<file path="src/sv/bale_pkg.sv">
// Shared constants, types and helpers of the bounded array list engine.
`timescale 1ns / 1ps

package bale_pkg;

  localparam int CAPACITY   = 8;
  localparam int DATA_WIDTH = 32;
  localparam int IDX_W      = (CAPACITY > 1) ? $clog2(CAPACITY) : 1;
  localparam int CNT_W      = $clog2(CAPACITY + 1);

  localparam int ACTION_W = 4;
  localparam int POS_W    = 4;
  localparam int VALUE_W  = 32;
  localparam int LEN_W    = 4;
  localparam int CMP_W    = (POS_W > CNT_W) ? POS_W : CNT_W;

  localparam int QDEPTH  = 2;
  localparam int QPTR_W  = 1;
  localparam int QCNT_W  = 2;

  localparam logic [ACTION_W-1:0] ACT_LAST = 4'd11;

  typedef logic [DATA_WIDTH-1:0] word_t;

  typedef enum logic [3:0] {
    OP_PUSH_BACK     = 4'd0,
    OP_PUSH_FRONT    = 4'd1,
    OP_POP_BACK      = 4'd2,
    OP_POP_FRONT     = 4'd3,
    OP_INSERT_AT     = 4'd4,
    OP_INSERT_SORTED = 4'd5,
    OP_ERASE_AT      = 4'd6,
    OP_ERASE_VALUE   = 4'd7,
    OP_FIND          = 4'd8,
    OP_SORT          = 4'd9,
    OP_CLEAR         = 4'd10,
    OP_READ_AT       = 4'd11,
    OP_NONE          = 4'd12
  } op_t;

  typedef struct packed {
    op_t              op;
    logic [POS_W-1:0] position;
    word_t            value;
  } cmd_t;

  typedef enum logic {
    BS_IDLE,
    BS_SORT
  } back_state_t;

  // Sign-extend or truncate an input word to the storage width.
  function automatic word_t to_word(input logic signed [VALUE_W-1:0] v);
    return DATA_WIDTH'(v);
  endfunction

endpackage

</file>
<file path="src/sv/bale_front.sv">
// Front end: accepts commands, decodes the action and hands them to the queue.
`timescale 1ns / 1ps

module bale_front (
  input  logic                          clk,
  input  logic                          rst_n,
  input  logic                          start,
  input  logic [bale_pkg::ACTION_W-1:0] in_action,
  input  logic [bale_pkg::POS_W-1:0]    in_position,
  input  logic signed [bale_pkg::VALUE_W-1:0] in_value,
  output logic                          busy,
  input  logic                          q_ready,
  output logic                          q_push,
  output bale_pkg::cmd_t                q_cmd
);

  logic           valid_r;
  logic           valid_nxt;
  bale_pkg::cmd_t cmd_r;
  bale_pkg::cmd_t cmd_dec;
  logic           accept;

  assign busy   = valid_r && !q_ready;
  assign accept = start && !busy;
  assign q_push = valid_r && q_ready;
  assign q_cmd  = cmd_r;

  always_comb begin
    cmd_dec.position = in_position;
    cmd_dec.value    = bale_pkg::to_word(in_value);
    if (in_action > bale_pkg::ACT_LAST) begin
      cmd_dec.op = bale_pkg::OP_NONE;
    end else begin
      cmd_dec.op = bale_pkg::op_t'(in_action);
    end
  end

  always_comb begin
    valid_nxt = valid_r;
    if (accept) begin
      valid_nxt = 1'b1;
    end else if (q_push) begin
      valid_nxt = 1'b0;
    end
  end

  always_ff @(posedge clk) begin
    if (!rst_n) begin
      valid_r <= 1'b0;
    end else begin
      valid_r <= valid_nxt;
    end
  end

  always_ff @(posedge clk) begin
    if (accept) begin
      cmd_r <= cmd_dec;
    end
  end

endmodule

</file>
<file path="src/sv/bale_queue.sv">
// Short command queue between the front end and the back end.
`timescale 1ns / 1ps

module bale_queue (
  input  logic           clk,
  input  logic           rst_n,
  input  logic           push,
  input  bale_pkg::cmd_t push_cmd,
  output logic           ready,
  output logic           valid,
  input  logic           pop,
  output bale_pkg::cmd_t pop_cmd
);

  bale_pkg::cmd_t                 slot_r [bale_pkg::QDEPTH];
  logic [bale_pkg::QPTR_W-1:0]    wr_ptr_r;
  logic [bale_pkg::QPTR_W-1:0]    rd_ptr_r;
  logic [bale_pkg::QCNT_W-1:0]    cnt_r;
  logic [bale_pkg::QCNT_W-1:0]    cnt_nxt;
  logic                           do_push;
  logic                           do_pop;

  assign ready   = cnt_r < bale_pkg::QCNT_W'(bale_pkg::QDEPTH);
  assign valid   = cnt_r != '0;
  assign pop_cmd = slot_r[rd_ptr_r];
  assign do_push = push && ready;
  assign do_pop  = pop && valid;

  always_comb begin
    cnt_nxt = cnt_r;
    if (do_push && !do_pop) begin
      cnt_nxt = cnt_r + 1'b1;
    end else if (do_pop && !do_push) begin
      cnt_nxt = cnt_r - 1'b1;
    end
  end

  always_ff @(posedge clk) begin
    if (!rst_n) begin
      wr_ptr_r <= '0;
      rd_ptr_r <= '0;
      cnt_r    <= '0;
    end else begin
      cnt_r <= cnt_nxt;
      if (do_push) begin
        wr_ptr_r <= wr_ptr_r + 1'b1;
      end
      if (do_pop) begin
        rd_ptr_r <= rd_ptr_r + 1'b1;
      end
    end
  end

  always_ff @(posedge clk) begin
    if (do_push) begin
      slot_r[wr_ptr_r] <= push_cmd;
    end
  end

endmodule

</file>
<file path="src/sv/bale_back.sv">
// Back end: holds the list registers and carries out one command at a time.
`timescale 1ns / 1ps

module bale_back (
  input  logic                         clk,
  input  logic                         rst_n,
  input  logic                         q_valid,
  input  bale_pkg::cmd_t               q_cmd,
  output logic                         q_pop,
  output logic                         out_strobe,
  output logic                         out_ok,
  output logic [bale_pkg::POS_W-1:0]   out_found_index,
  output logic signed [bale_pkg::VALUE_W-1:0] out_read_value,
  output logic [bale_pkg::LEN_W-1:0]   out_length
);

  localparam int CAP = bale_pkg::CAPACITY;

  bale_pkg::word_t elem_r   [CAP];
  bale_pkg::word_t elem_nxt [CAP];
  bale_pkg::word_t above    [CAP];
  bale_pkg::word_t below    [CAP];

  logic [bale_pkg::CNT_W-1:0] count_r;
  logic [bale_pkg::CNT_W-1:0] count_nxt;
  logic [bale_pkg::CNT_W-1:0] pass_r;
  logic [bale_pkg::CNT_W-1:0] pass_nxt;
  bale_pkg::back_state_t      state_r;
  bale_pkg::back_state_t      state_nxt;

  logic [CAP-1:0] live;
  logic [CAP-1:0] match;
  logic [CAP-1:0] not_gt;
  logic [CAP-1:0] swap_up;
  logic [CAP-1:0] swap_dn;

  logic [bale_pkg::IDX_W-1:0] first_idx;
  logic                       any_match;
  logic [bale_pkg::CNT_W-1:0] sort_slot;
  logic                       full;
  logic                       empty;
  logic [bale_pkg::CMP_W-1:0] pos_w;
  logic [bale_pkg::CMP_W-1:0] cnt_w;
  logic                       sort_last;

  logic                       ins_en;
  logic [bale_pkg::IDX_W-1:0] ins_at;
  logic                       del_en;
  logic [bale_pkg::IDX_W-1:0] del_at;
  logic                       sort_en;

  logic                       res_valid;
  logic                       res_ok;
  logic [bale_pkg::IDX_W-1:0] res_found;
  bale_pkg::word_t            res_rd;

  logic                       strobe_r;
  logic                       ok_r;
  logic [bale_pkg::POS_W-1:0] found_r;
  logic [bale_pkg::VALUE_W-1:0] rd_r;
  logic [bale_pkg::LEN_W-1:0] len_r;

  // Per-entry neighbors, compares and compare-exchange pairs.
  for (genvar g = 0; g < CAP; g++) begin : g_entry
    assign live[g]   = bale_pkg::CNT_W'(g) < count_r;
    assign match[g]  = live[g] && (elem_r[g] == q_cmd.value);
    assign not_gt[g] = live[g] && !($signed(q_cmd.value) < $signed(elem_r[g]));
    if (g == CAP - 1) begin : g_top
      assign above[g]   = elem_r[g];
      assign swap_up[g] = 1'b0;
    end else begin : g_mid
      assign above[g]   = elem_r[g+1];
      // Pairs start at even entries on even passes and at odd entries on odd passes.
      assign swap_up[g] = (pass_r[0] == 1'(g % 2)) &&
                          (bale_pkg::CNT_W'(g + 1) < count_r) &&
                          ($signed(elem_r[g+1]) < $signed(elem_r[g]));
    end
    if (g == 0) begin : g_bot
      assign below[g]   = elem_r[g];
      assign swap_dn[g] = 1'b0;
    end else begin : g_upper
      assign below[g]   = elem_r[g-1];
      assign swap_dn[g] = swap_up[g-1];
    end
  end

  always_comb begin
    first_idx = '0;
    for (int i = CAP - 1; i >= 0; i--) begin
      if (match[i]) begin
        first_idx = bale_pkg::IDX_W'(i);
      end
    end
  end

  // Sorted insert lands just above the last element that is not greater than value.
  always_comb begin
    sort_slot = '0;
    for (int i = 0; i < CAP; i++) begin
      if (not_gt[i]) begin
        sort_slot = bale_pkg::CNT_W'(i + 1);
      end
    end
  end

  assign any_match = |match;
  assign full      = count_r == bale_pkg::CNT_W'(CAP);
  assign empty     = count_r == '0;
  assign pos_w     = bale_pkg::CMP_W'(q_cmd.position);
  assign cnt_w     = bale_pkg::CMP_W'(count_r);
  assign sort_last = ((bale_pkg::CNT_W + 1)'(pass_r) + (bale_pkg::CNT_W + 1)'(1))
                     >= (bale_pkg::CNT_W + 1)'(count_r);

  always_comb begin
    state_nxt = state_r;
    unique case (state_r)
      bale_pkg::BS_IDLE: begin
        if (q_valid && (q_cmd.op == bale_pkg::OP_SORT)) begin
          state_nxt = bale_pkg::BS_SORT;
        end
      end
      bale_pkg::BS_SORT: begin
        if (sort_last) begin
          state_nxt = bale_pkg::BS_IDLE;
        end
      end
      default: state_nxt = bale_pkg::BS_IDLE;
    endcase
  end

  always_comb begin
    q_pop     = 1'b0;
    ins_en    = 1'b0;
    ins_at    = '0;
    del_en    = 1'b0;
    del_at    = '0;
    sort_en   = 1'b0;
    count_nxt = count_r;
    pass_nxt  = '0;
    res_valid = 1'b0;
    res_ok    = 1'b0;
    res_found = '0;
    res_rd    = '0;
    unique case (state_r)
      bale_pkg::BS_IDLE: begin
        if (q_valid) begin
          q_pop     = 1'b1;
          res_valid = q_cmd.op != bale_pkg::OP_SORT;
          unique case (q_cmd.op)
            bale_pkg::OP_PUSH_BACK: begin
              if (!full) begin
                ins_en = 1'b1;
                ins_at = count_r[bale_pkg::IDX_W-1:0];
                res_ok = 1'b1;
              end
            end
            bale_pkg::OP_PUSH_FRONT: begin
              if (!full) begin
                ins_en = 1'b1;
                res_ok = 1'b1;
              end
            end
            bale_pkg::OP_POP_BACK: begin
              if (!empty) begin
                count_nxt = count_r - 1'b1;
                res_ok    = 1'b1;
              end
            end
            bale_pkg::OP_POP_FRONT: begin
              if (!empty) begin
                del_en = 1'b1;
                res_ok = 1'b1;
              end
            end
            bale_pkg::OP_INSERT_AT: begin
              if (!full && (pos_w <= cnt_w)) begin
                ins_en = 1'b1;
                ins_at = bale_pkg::IDX_W'(q_cmd.position);
                res_ok = 1'b1;
              end
            end
            bale_pkg::OP_INSERT_SORTED: begin
              if (!full) begin
                ins_en = 1'b1;
                ins_at = bale_pkg::IDX_W'(sort_slot);
                res_ok = 1'b1;
              end
            end
            bale_pkg::OP_ERASE_AT: begin
              if (pos_w < cnt_w) begin
                del_en = 1'b1;
                del_at = bale_pkg::IDX_W'(q_cmd.position);
                res_ok = 1'b1;
              end
            end
            bale_pkg::OP_ERASE_VALUE: begin
              if (any_match) begin
                del_en = 1'b1;
                del_at = first_idx;
                res_ok = 1'b1;
              end
            end
            bale_pkg::OP_FIND: begin
              if (any_match) begin
                res_found = first_idx;
                res_ok    = 1'b1;
              end
            end
            bale_pkg::OP_SORT: begin
              res_ok = 1'b1;
            end
            bale_pkg::OP_CLEAR: begin
              count_nxt = '0;
              res_ok    = 1'b1;
            end
            bale_pkg::OP_READ_AT: begin
              if (pos_w < cnt_w) begin
                res_rd = elem_r[bale_pkg::IDX_W'(q_cmd.position)];
                res_ok = 1'b1;
              end
            end
            bale_pkg::OP_NONE: begin
              res_ok = 1'b0;
            end
            default: begin
              res_ok = 1'b0;
            end
          endcase
          if (ins_en) begin
            count_nxt = count_r + 1'b1;
          end else if (del_en) begin
            count_nxt = count_r - 1'b1;
          end
        end
      end
      bale_pkg::BS_SORT: begin
        sort_en   = 1'b1;
        pass_nxt  = pass_r + 1'b1;
        res_valid = sort_last;
        res_ok    = 1'b1;
      end
      default: begin
        res_valid = 1'b0;
      end
    endcase
  end

  always_comb begin
    for (int i = 0; i < CAP; i++) begin
      elem_nxt[i] = elem_r[i];
      if (ins_en) begin
        if (bale_pkg::IDX_W'(i) == ins_at) begin
          elem_nxt[i] = q_cmd.value;
        end else if (bale_pkg::IDX_W'(i) > ins_at) begin
          elem_nxt[i] = below[i];
        end
      end
      if (del_en && (bale_pkg::IDX_W'(i) >= del_at)) begin
        elem_nxt[i] = above[i];
      end
      if (sort_en) begin
        if (swap_up[i]) begin
          elem_nxt[i] = above[i];
        end else if (swap_dn[i]) begin
          elem_nxt[i] = below[i];
        end
      end
    end
  end

  always_ff @(posedge clk) begin
    if (!rst_n) begin
      state_r  <= bale_pkg::BS_IDLE;
      count_r  <= '0;
      pass_r   <= '0;
      strobe_r <= 1'b0;
    end else begin
      state_r  <= state_nxt;
      count_r  <= count_nxt;
      pass_r   <= pass_nxt;
      strobe_r <= res_valid;
    end
  end

  always_ff @(posedge clk) begin
    for (int i = 0; i < CAP; i++) begin
      elem_r[i] <= elem_nxt[i];
    end
    ok_r    <= res_ok;
    found_r <= bale_pkg::POS_W'(res_found);
    rd_r    <= bale_pkg::VALUE_W'(res_rd);
    len_r   <= bale_pkg::LEN_W'(count_nxt);
  end

  assign out_strobe      = strobe_r;
  assign out_ok          = ok_r;
  assign out_found_index = found_r;
  assign out_read_value  = $signed(rd_r);
  assign out_length      = len_r;

endmodule

</file>
<file path="src/sv/bounded_array_list_engine_unit.sv">
// Top level of the bounded array list engine: front end, command queue and back end.
//
// Usage: drive in_action, in_position and in_value with start high; the command is
// transferred at a rising edge where start is high and busy is low. Every command
// gives exactly one result: out_strobe is high for one cycle with out_ok,
// out_found_index, out_read_value and out_length, and that transfer cannot be
// held off by the receiver.
// Every command passes through the front register and a queue slot, then the back
// end carries it out and registers its result. Sort runs one odd-even
// compare-exchange pass per cycle over the back end list registers, max(1, length)
// passes, and its result is registered with the last pass.
// Throughput: one command per cycle while no sort runs; during a sort the
// two-entry queue and the front register fill, then busy rises until the sort
// ends. Rate is set by the back end, which retires one command per cycle when not sorting.
// Reset (rst_n low, synchronous) empties the list and the queue and drops any
// pending result; element storage keeps no reset value and is only read below
// the current length.
`timescale 1ns / 1ps

module bounded_array_list_engine_unit (
  input  logic                                clk,
  input  logic                                rst_n,
  input  logic                                start,
  output logic                                busy,
  input  logic [bale_pkg::ACTION_W-1:0]       in_action,
  input  logic [bale_pkg::POS_W-1:0]          in_position,
  input  logic signed [bale_pkg::VALUE_W-1:0] in_value,
  output logic                                out_strobe,
  output logic                                out_ok,
  output logic [bale_pkg::POS_W-1:0]          out_found_index,
  output logic signed [bale_pkg::VALUE_W-1:0] out_read_value,
  output logic [bale_pkg::LEN_W-1:0]          out_length
);

  logic           q_ready;
  logic           q_push;
  bale_pkg::cmd_t fe_cmd;
  logic           q_valid;
  logic           q_pop;
  bale_pkg::cmd_t be_cmd;

  bale_front u_front (
    .clk         (clk),
    .rst_n       (rst_n),
    .start       (start),
    .in_action   (in_action),
    .in_position (in_position),
    .in_value    (in_value),
    .busy        (busy),
    .q_ready     (q_ready),
    .q_push      (q_push),
    .q_cmd       (fe_cmd)
  );

  bale_queue u_queue (
    .clk      (clk),
    .rst_n    (rst_n),
    .push     (q_push),
    .push_cmd (fe_cmd),
    .ready    (q_ready),
    .valid    (q_valid),
    .pop      (q_pop),
    .pop_cmd  (be_cmd)
  );

  bale_back u_back (
    .clk             (clk),
    .rst_n           (rst_n),
    .q_valid         (q_valid),
    .q_cmd           (be_cmd),
    .q_pop           (q_pop),
    .out_strobe      (out_strobe),
    .out_ok          (out_ok),
    .out_found_index (out_found_index),
    .out_read_value  (out_read_value),
    .out_length      (out_length)
  );

  a_len_bound: assert property (@(posedge clk) disable iff (!rst_n)
    out_strobe |-> (out_length <= bale_pkg::LEN_W'(bale_pkg::CAPACITY)))
    else $error("result length exceeds capacity");

  a_read_needs_ok: assert property (@(posedge clk) disable iff (!rst_n)
    (out_strobe && (out_read_value != '0)) |-> out_ok)
    else $error("nonzero read value on a rejected command");

  a_found_needs_ok: assert property (@(posedge clk) disable iff (!rst_n)
    (out_strobe && (out_found_index != '0)) |-> out_ok)
    else $error("nonzero found index on a rejected command");

  a_busy_after_reset: assert property (@(posedge clk)
    !rst_n |=> !busy)
    else $error("busy right after reset");

endmodule

</file>
<file path="config.mk">
export PLATFORM = sky130hd
export DESIGN_NAME = bounded_array_list_engine_unit
export DESIGN_NICKNAME = d
export VERILOG_FILES = /design/src/sv/bale_pkg.sv /design/src/sv/bale_front.sv /design/src/sv/bale_queue.sv /design/src/sv/bale_back.sv /design/src/sv/bounded_array_list_engine_unit.sv
export SDC_FILE = /design/constraint.sdc
export NUM_CORES = 2
export LEC_CHECK = 0
export ABC_AREA = 1
export BUFFER_PORTS_ARGS = -buffer_cell sky130_fd_sc_hd__buf_2
export CORE_UTILIZATION = 40
export DETAILED_ROUTE_END_ITERATION = 8
export GPL_ROUTABILITY_DRIVEN = 1
export PLACE_DENSITY = 0.51
export SETUP_SLACK_MARGIN = 0.02
export SLEW_MARGIN = 40
export SYNTH_ARGS = -nofsm -noshare
export SYNTH_HDL_FRONTEND = slang
export SYNTH_HIERARCHICAL = 1
export SYNTH_SLANG_ARGS = --single-unit
</file>
<file path="constraint.sdc">
create_clock -name clk -period 4.9 [get_ports clk]
set_input_delay 0.245 -clock clk [delete_from_list [all_inputs] [get_ports clk]]
set_output_delay 0.245 -clock clk [all_outputs]
set_load 0.02 [all_outputs]
</file>
=== Word-level counts from Yosys, hierarchy flattened ===
Memory sizes are Yosys's and may differ from the RTL's. A register that Yosys moved wholly into a read port is not among the register bits.
Index checks and enable logic that the tools add are counted.

* Mux-type cells: 120
* Order comparisons: 43
* $add $sub $neg: 8
* Reduce and logical (&&, ||, !) cells: 75
* Eq/ne operators: 28
* Bitwise logic cells: 6

{| class="wikitable"
|+ Operators by type and width
! kind !! number
|-
| 2-to-1 mux 32 bit || 53
|-
| less-than comparator 32 bit || 15
|-
| equality test 32 bit || 8
|-
| 2-to-1 mux 3 bit || 23
|-
| logical AND 1 bit || 47
|-
| 2-to-1 mux 1 bit || 27
|-
| equality test 4 bit (second input constant) || 5
|-
| 2-to-1 mux 4 bit || 5
|-
| equality test 4 x 3 -> 1 bit (second input constant) || 4
|-
| less-than comparator 3 x 4 -> 1 bit (first input constant) || 4
|-
| zero test 1 bit || 13
|-
| equality test 3 bit (first input constant) || 4
|-
| greater-or-equal comparator 3 bit (first input constant) || 4
|-
| > comparator 3 bit (first input constant) || 4
|-
| one-hot mux 3 bit (3 select lines) || 1
|-
| adder 4 x 1 -> 4 bit (second input constant) || 2
|-
| equality test 4 x 2 -> 1 bit (second input constant) || 2
|-
| zero test 4 bit || 2
|-
| less-than comparator 1 x 4 -> 1 bit (first input constant) || 2
|-
| less-than comparator 2 x 4 -> 1 bit (first input constant) || 2
|-
| one-hot mux 1 bit (2 select lines) || 4
|-
| one-hot mux 4 bit (2 select lines) || 1
|-
| OR reduction 2 bit || 4
|-
| OR reduction 8 bit || 1
|-
| other kinds (28) || 43
|}

* Input port bits: 43
* Logic and storage cells: 296
* Bits in writable memories: 336
* Bits in registers: 63
* Memories: 2
* Output and inout port bits: 43

{| class="wikitable"
|+ Memories
! name !! depth !! bits a word !! read ports !! clocked after memory_dff !! write ports !! line !! RTL
|-
| u_back.elem_r || 8 || 32 || 9 || 1 || 8 || bale_back.sv:19 || <nowiki>bale_pkg::word_t elem_r [CAP];</nowiki>
|-
| u_queue.slot_r || 2 || 40 || 1 || 1 || 1 || bale_queue.sv:15 || <nowiki>bale_pkg::cmd_t slot_r [bale_pkg::QDEPTH];</nowiki>
|}

=== Longest topological paths before layout ===
An unclocked memory read counts as a cell.

* Depth in word-level cells: 24
* Depth in mapped cells: 35
* Gate-level depth less buffers: 33

=== Hierarchy ===
The synthesis kept the hierarchy.

{| class="wikitable"
|+ Modules (own cells, without submodules)
! module !! area each (um^2) !! sequential area each (um^2) !! cells an instance !! times used
|-
| bale_back || 35693.0 || 6125.9 || 5834 || 1
|-
| bale_queue || 3131.8 || 2502.4 || 159 || 1
|-
| bale_front || 1283.7 || 1221.2 || 54 || 1
|}

=== Worst setup path before layout ===
OpenSTA, ideal clock, no wires.

* Path type: register to register
* From: register with a tool-made name
* To: memory u_back/elem_r[3][19] (netlist bit)
* Stages on the path, launching flop included: 22
* Period minus slack after synthesis: 4084 ps
* Library setup time: 122 ps
* Setup slack: 816 ps
* Data arrival time: 3963 ps
* Path buffers: 7
* Required time: 4778 ps
* Path through: dfxtp_1 buf_6 mux2_2 inv_1 clkbuf_1 clkbuf_1 clkbuf_1 ha_1 nor2_1 o21ai_0 nand2_1 nand2_1 nand4_1 nand2_1 inv_1 nor2_1 buf_2 buf_4 clkbuf_1 o21ai_0 o21ai_0 a21oi_1

{| class="wikitable"
|+ RTL lines
! element !! line
|-
| end: declaration || bale_back.sv:19
|}

==> impl_results.html <==
<table>
<tr><th>Metric</th><th>Value</th></tr>
<tr><th colspan="2">Outcome</th></tr>
<tr><td>Run status</td><td>finished, final reports clean</td></tr>
<tr><th colspan="2">Clock tree</th></tr>
<tr><td>Clk Latency, worst-skew pair</td><td>approximately 0.71 ns</td></tr>
<tr><td>Clock tree from TritonCTS</td><td>yes</td></tr>
<tr><td>Buffer type at the clock tree root</td><td>clkbuf_16</td></tr>
<tr><td>Maximum number of buffers from clock root to sink</td><td>3</td></tr>
<tr><td>TritonCTS Sinks</td><td>around 430</td></tr>
<tr><td>Inserted Clock Buffers</td><td>57</td></tr>
<tr><td>CTS HTree Levels</td><td>2</td></tr>
<tr><td>Clock-pin slew on the worst setup and hold paths</td><td>around 0.07 ns</td></tr>
<tr><th colspan="2">Place</th></tr>
<tr><td>Final weighted congestion in routability-driven placement</td><td>0.9542</td></tr>
<tr><td>Detailed placer's ending HPWL</td><td>between 100 and 150 mm</td></tr>
<tr><td>Port bufs</td><td>84</td></tr>
<tr><th colspan="2">Route</th></tr>
<tr><td>Via/cell ratio</td><td>between 5 and 6</td></tr>
<tr><td>Length of the first detailed-routing pass in iterations</td><td>7</td></tr>
<tr><td>Antenna Nets Post-Route</td><td>0</td></tr>
<tr><td>Total vias in the final route</td><td>approximately 44000</td></tr>
<tr><td>Residual DRC count</td><td>0</td></tr>
<tr><td>Final wirelength</td><td>179.6 mm</td></tr>
<tr><td>Wire length per cell</td><td>approximately 24 µm</td></tr>
<tr><td>Iter 0 DRT Violations</td><td>4243</td></tr>
<tr><th colspan="2">Global routing</th></tr>
<tr><td>Sum of overflow across all layers after global routing</td><td>0</td></tr>
<tr><td>GR Util All Layers</td><td>between 30 and 40%</td></tr>
<tr><td>Global-route wire length before repair</td><td>262.0 mm</td></tr>
<tr><td>Largest net degree at the start of global routing</td><td>between 150 and 200</td></tr>
<tr><td>Antenna violations before repair</td><td>6</td></tr>
<tr><td>Vias in the first global route</td><td>40160</td></tr>
<tr><th colspan="2">Final layout</th></tr>
<tr><td>Proportion of layout cells with a drive suffix above 1</td><td>~11%</td></tr>
<tr><td>Area growth, synth to finish</td><td>15.22%</td></tr>
<tr><td>Total number of nets in the final design</td><td>approximately 6700</td></tr>
<tr><td>Core occupancy in the finished layout</td><td>around 47%</td></tr>
<tr><th colspan="2">Die</th></tr>
<tr><td>Die boundary height</td><td>318.7 µm</td></tr>
<tr><td>I/O pin count</td><td>86</td></tr>
<tr><td>Die X</td><td>about 320 µm</td></tr>
<tr><td>Area of the core region</td><td>98850 µm²</td></tr>
<tr><td>Initial Util</td><td>about two fifths</td></tr>
<tr><td>Die Footprint</td><td>roughly 100000 µm²</td></tr>
<tr><td>Number of standard-cell rows in the floorplan</td><td>~120</td></tr>
<tr><th colspan="2">STA</th></tr>
<tr><td>Clk_skew</td><td>roughly 0.035 ns</td></tr>
<tr><td>Worst hold slack</td><td>0.2482 ns</td></tr>
<tr><td>Time the final worst path needs with I/O delays and setup</td><td>4.648 ns</td></tr>
<tr><td>Crit share post-route</td><td>between 90% and 100%</td></tr>
<tr><td>Max Freq</td><td>between 200 and 250 MHz</td></tr>
<tr><td>Final setup TNS</td><td>0 ns</td></tr>
<tr><td>Number of pins exceeding their max-slew limit in the final report</td><td>0</td></tr>
<tr><td>RSZ-0062 raised after global routing</td><td>yes</td></tr>
<tr><td>Remaining max-slew budget at the tightest pin</td><td>a little over two fifths</td></tr>
<tr><td>Final number of hold-violating endpoints</td><td>0</td></tr>
<tr><td>Slew at the pin with the worst max-slew slack</td><td>approximately 0.86 ns</td></tr>
<tr><td>Count of endpoints failing setup in the final report</td><td>0</td></tr>
<tr><th colspan="2">Yosys</th></tr>
<tr><td>Proportion of synthesized flip-flops having asynchronous set or reset</td><td>0%</td></tr>
<tr><td>Flip-flop and latch count after synthesis</td><td>roughly 430</td></tr>
<tr><td>Number of distinct standard cells referenced by the synthesized netlist</td><td>around 70</td></tr>
<tr><td>Number of enable flip-flop cells after synthesis</td><td>between 100 and 150</td></tr>
<tr><td>Combined area of all synthesized cells</td><td>~40000 µm²</td></tr>
<tr><td>Number of instances in the synthesized netlist</td><td>6047</td></tr>
<tr><td>Most used flip-flop cell after synthesis</td><td>dfxtp_1</td></tr>
<tr><td>YS warnings</td><td>6</td></tr>
<tr><td>Proportion of synthesized chip area in sequential cells</td><td>between 20% and 30%</td></tr>
<tr><td>Average cell area after synthesis</td><td>between 6 and 7 µm²</td></tr>
<tr><td>Number of nets produced by synthesis</td><td>roughly 6600</td></tr>
<tr><th colspan="2">Pwr</th></tr>
<tr><td>Worst IR drop on VDD</td><td>~0.32 mV</td></tr>
<tr><td>Leakage power</td><td>around 21 nW</td></tr>
<tr><td>Areal power density over the cells</td><td>approximately 670 nW/µm²</td></tr>
<tr><th colspan="2">Setup path</th></tr>
<tr><td>Category of the worst setup path capture point</td><td>flop</td></tr>
<tr><td>Buffers &amp; Inverters on Critical Path</td><td>3</td></tr>
<tr><td>Critical path data required time</td><td>approximately 5.5 ns</td></tr>
<tr><td>Arrival @ worst endpoint</td><td>~5.2 ns</td></tr>
<tr><td>CP max FO</td><td>26</td></tr>
<tr><td>Gate family responsible for the most delay along the worst path</td><td>simple AND/OR/NAND/NOR gates</td></tr>
<tr><td>Delay contributed by the slowest stage of the critical path</td><td>between 0.4 and 0.5 ns</td></tr>
<tr><td>Crit Path Category</td><td>reg2reg</td></tr>
<tr><td>Highest-delay cell along the critical path</td><td>nor2_4</td></tr>
<tr><td>Top cell by count, worst path</td><td>nand2_1</td></tr>
<tr><td>Type of element launching the critical path</td><td>flop</td></tr>
<tr><th colspan="2">Run</th></tr>
<tr><td>Max Cap Violations</td><td>0</td></tr>
<tr><th colspan="2">Worst hold path</th></tr>
<tr><td>Tightest Hold Check Type</td><td>in2reg</td></tr>
</table>
## timing repair
action                                  in CTS  in global routing
endpoints found under the hold margin       56                  0
endpoints found under the setup margin      62                256
cloned                                       0                  5
pin swaps                                    0                  4
hold buffers                                43                  0
buffers inserted                             0                 23
gates resized for setup                      3                 31
## cell families after synthesis
kind of cell | after synthesis | synth area share, %
AOI/OAI and AO/OA | 1961 | 26.24
and+or+nand+nor | 2169 | 23.01
DFF | 432 | 24.56
other | 1 | 0.009350
adders and majority gates | 487 | 15.19
muxes | 40 | 1.123
xor gates and xnor gates | 4 | 0.08736
buffers and inverters | 953 | 9.783
## flip-flops by register name, indices dropped and copies added, names as in the netlist, named ones only
register,flops
u_back/elem_r,256
u_queue/slot_r,80
u_front/q_cmd,40
u_back/out_read_value,32
u_back/cnt_w,4
u_back/out_length,4
u_back/pass_r,4
u_back/out_found_index,3
u_queue/cnt_r,2
u_back/out_ok,1
u_back/out_strobe,1
u_back/state_r,1
u_front/valid_r,1
u_queue/rd_ptr_r,1
u_queue/wr_ptr_r,1
## worst register-to-register path, delay by kind of cell (launching register included)
family                     cells  cell delay (ns)
and+or+nand+nor               20             2.46
buffers and inverters          3             0.57
muxes                          1             0.47
AOI/OAI and AO/OA              3             0.38
DFF                            1             0.34
adders and majority gates      1             0.32
## per-layer routing
layer,global-route usage (%),share of wire (%)
met3,3.968,6.9
met2,54.93,45
met5,0,0.0072
met1,44.32,42
met4,17.79,6.0
## placed cells by master (no fill, tap or decap), drive strengths merged, types with 6 or more instances in the layout
master and n:
nand2 1504, a21oi 885, o21ai 785, inv 582, ha 487, buf 382
dfxtp 312, nand3 259, nor2 212, edfxtp 120, o22ai 86, o211ai 85
nand4 82, nor3 80, clkbuf 70, mux2 44, dlygate4sd3 43, clkinv 38
o21a 26, a22oi 24, a21o 13, nor4 12, bufinv 11, o2111ai 9
clkinvlp 8, or2 8, a32oi 8, o31ai 7, a211oi 7, a21boi 6
## synth_stat cells, types with 30 or more instances
| cell type | instances | area share [%] |
|---|---|---|
| nand2_1 | 1485 | 14 |
| a21oi_1 | 875 | 11 |
| o21ai_0 | 646 | 8.1 |
| inv_1 | 559 | 5.2 |
| ha_1 | 487 | 15 |
| dfxtp_1 | 312 | 16 |
| nand3_1 | 256 | 3.2 |
| clkbuf_1 | 203 | 1.9 |
| nor2_1 | 175 | 1.6 |
| o21ai_1 | 136 | 1.7 |
| edfxtp_1 | 120 | 9.0 |
| o22ai_1 | 86 | 1.3 |
| o211ai_1 | 85 | 1.6 |
| nand4_1 | 81 | 1.3 |
| nor3_1 | 76 | 0.95 |
| buf_2 | 73 | 0.91 |
| mux2_2 | 40 | 1.1 |
| buf_1 | 30 | 0.28 |
## metrics by stage
stage | total power [mW] | instances | worst slack, ns | area [µm²]
final | 30.90 | 7523 | 0.2518 | 46210
after global routing | 33.49 | 7520 | 0.02444 | 46210
after CTS | 30.40 | 7490 | 0.03593 | 45780
after detailed placement | 25.43 | 7339 | -0.04549 | 43210
after global placement | 25.23 | 7339 | 0.01437 | 43210
after floorplan | 18.61 | 6047 | 0.8156 | 40110
## report_power, final
group | switching, mW | internal [mW]
registers | 1.41 | 4.96
logic | 12.9 | 6.77
clock network | 1.97 | 2.85
total | 16.3 | 14.6
## worst paths after layout
kind	startpoint	to	slack, ns	depth (start not counted)
worst min register to register	u_front/q_cmd[33]	u_queue/slot_r[1][33]	0.44	0
worst min-delay path	in_value[30]	u_front/q_cmd[30]	0.25	2
worst max register to register	flop	u_back/elem_r[3][2]	0.25	28
worst max-delay path	flop	u_back/elem_r[3][2]	0.25	28
## layout make-up
class                      count  area [µm²]
antenna                        3       7.507
clock buffer                  70        1545
clock inverter                38       586.8
fill                       10240       52640
inverter                     601        2278
multi-input combinational   4667       26610
sequential                   432        9854
tap                         1287        1610
timing repair buffer         425        3724
No activity file was read; power rests on OpenSTA's default activity.
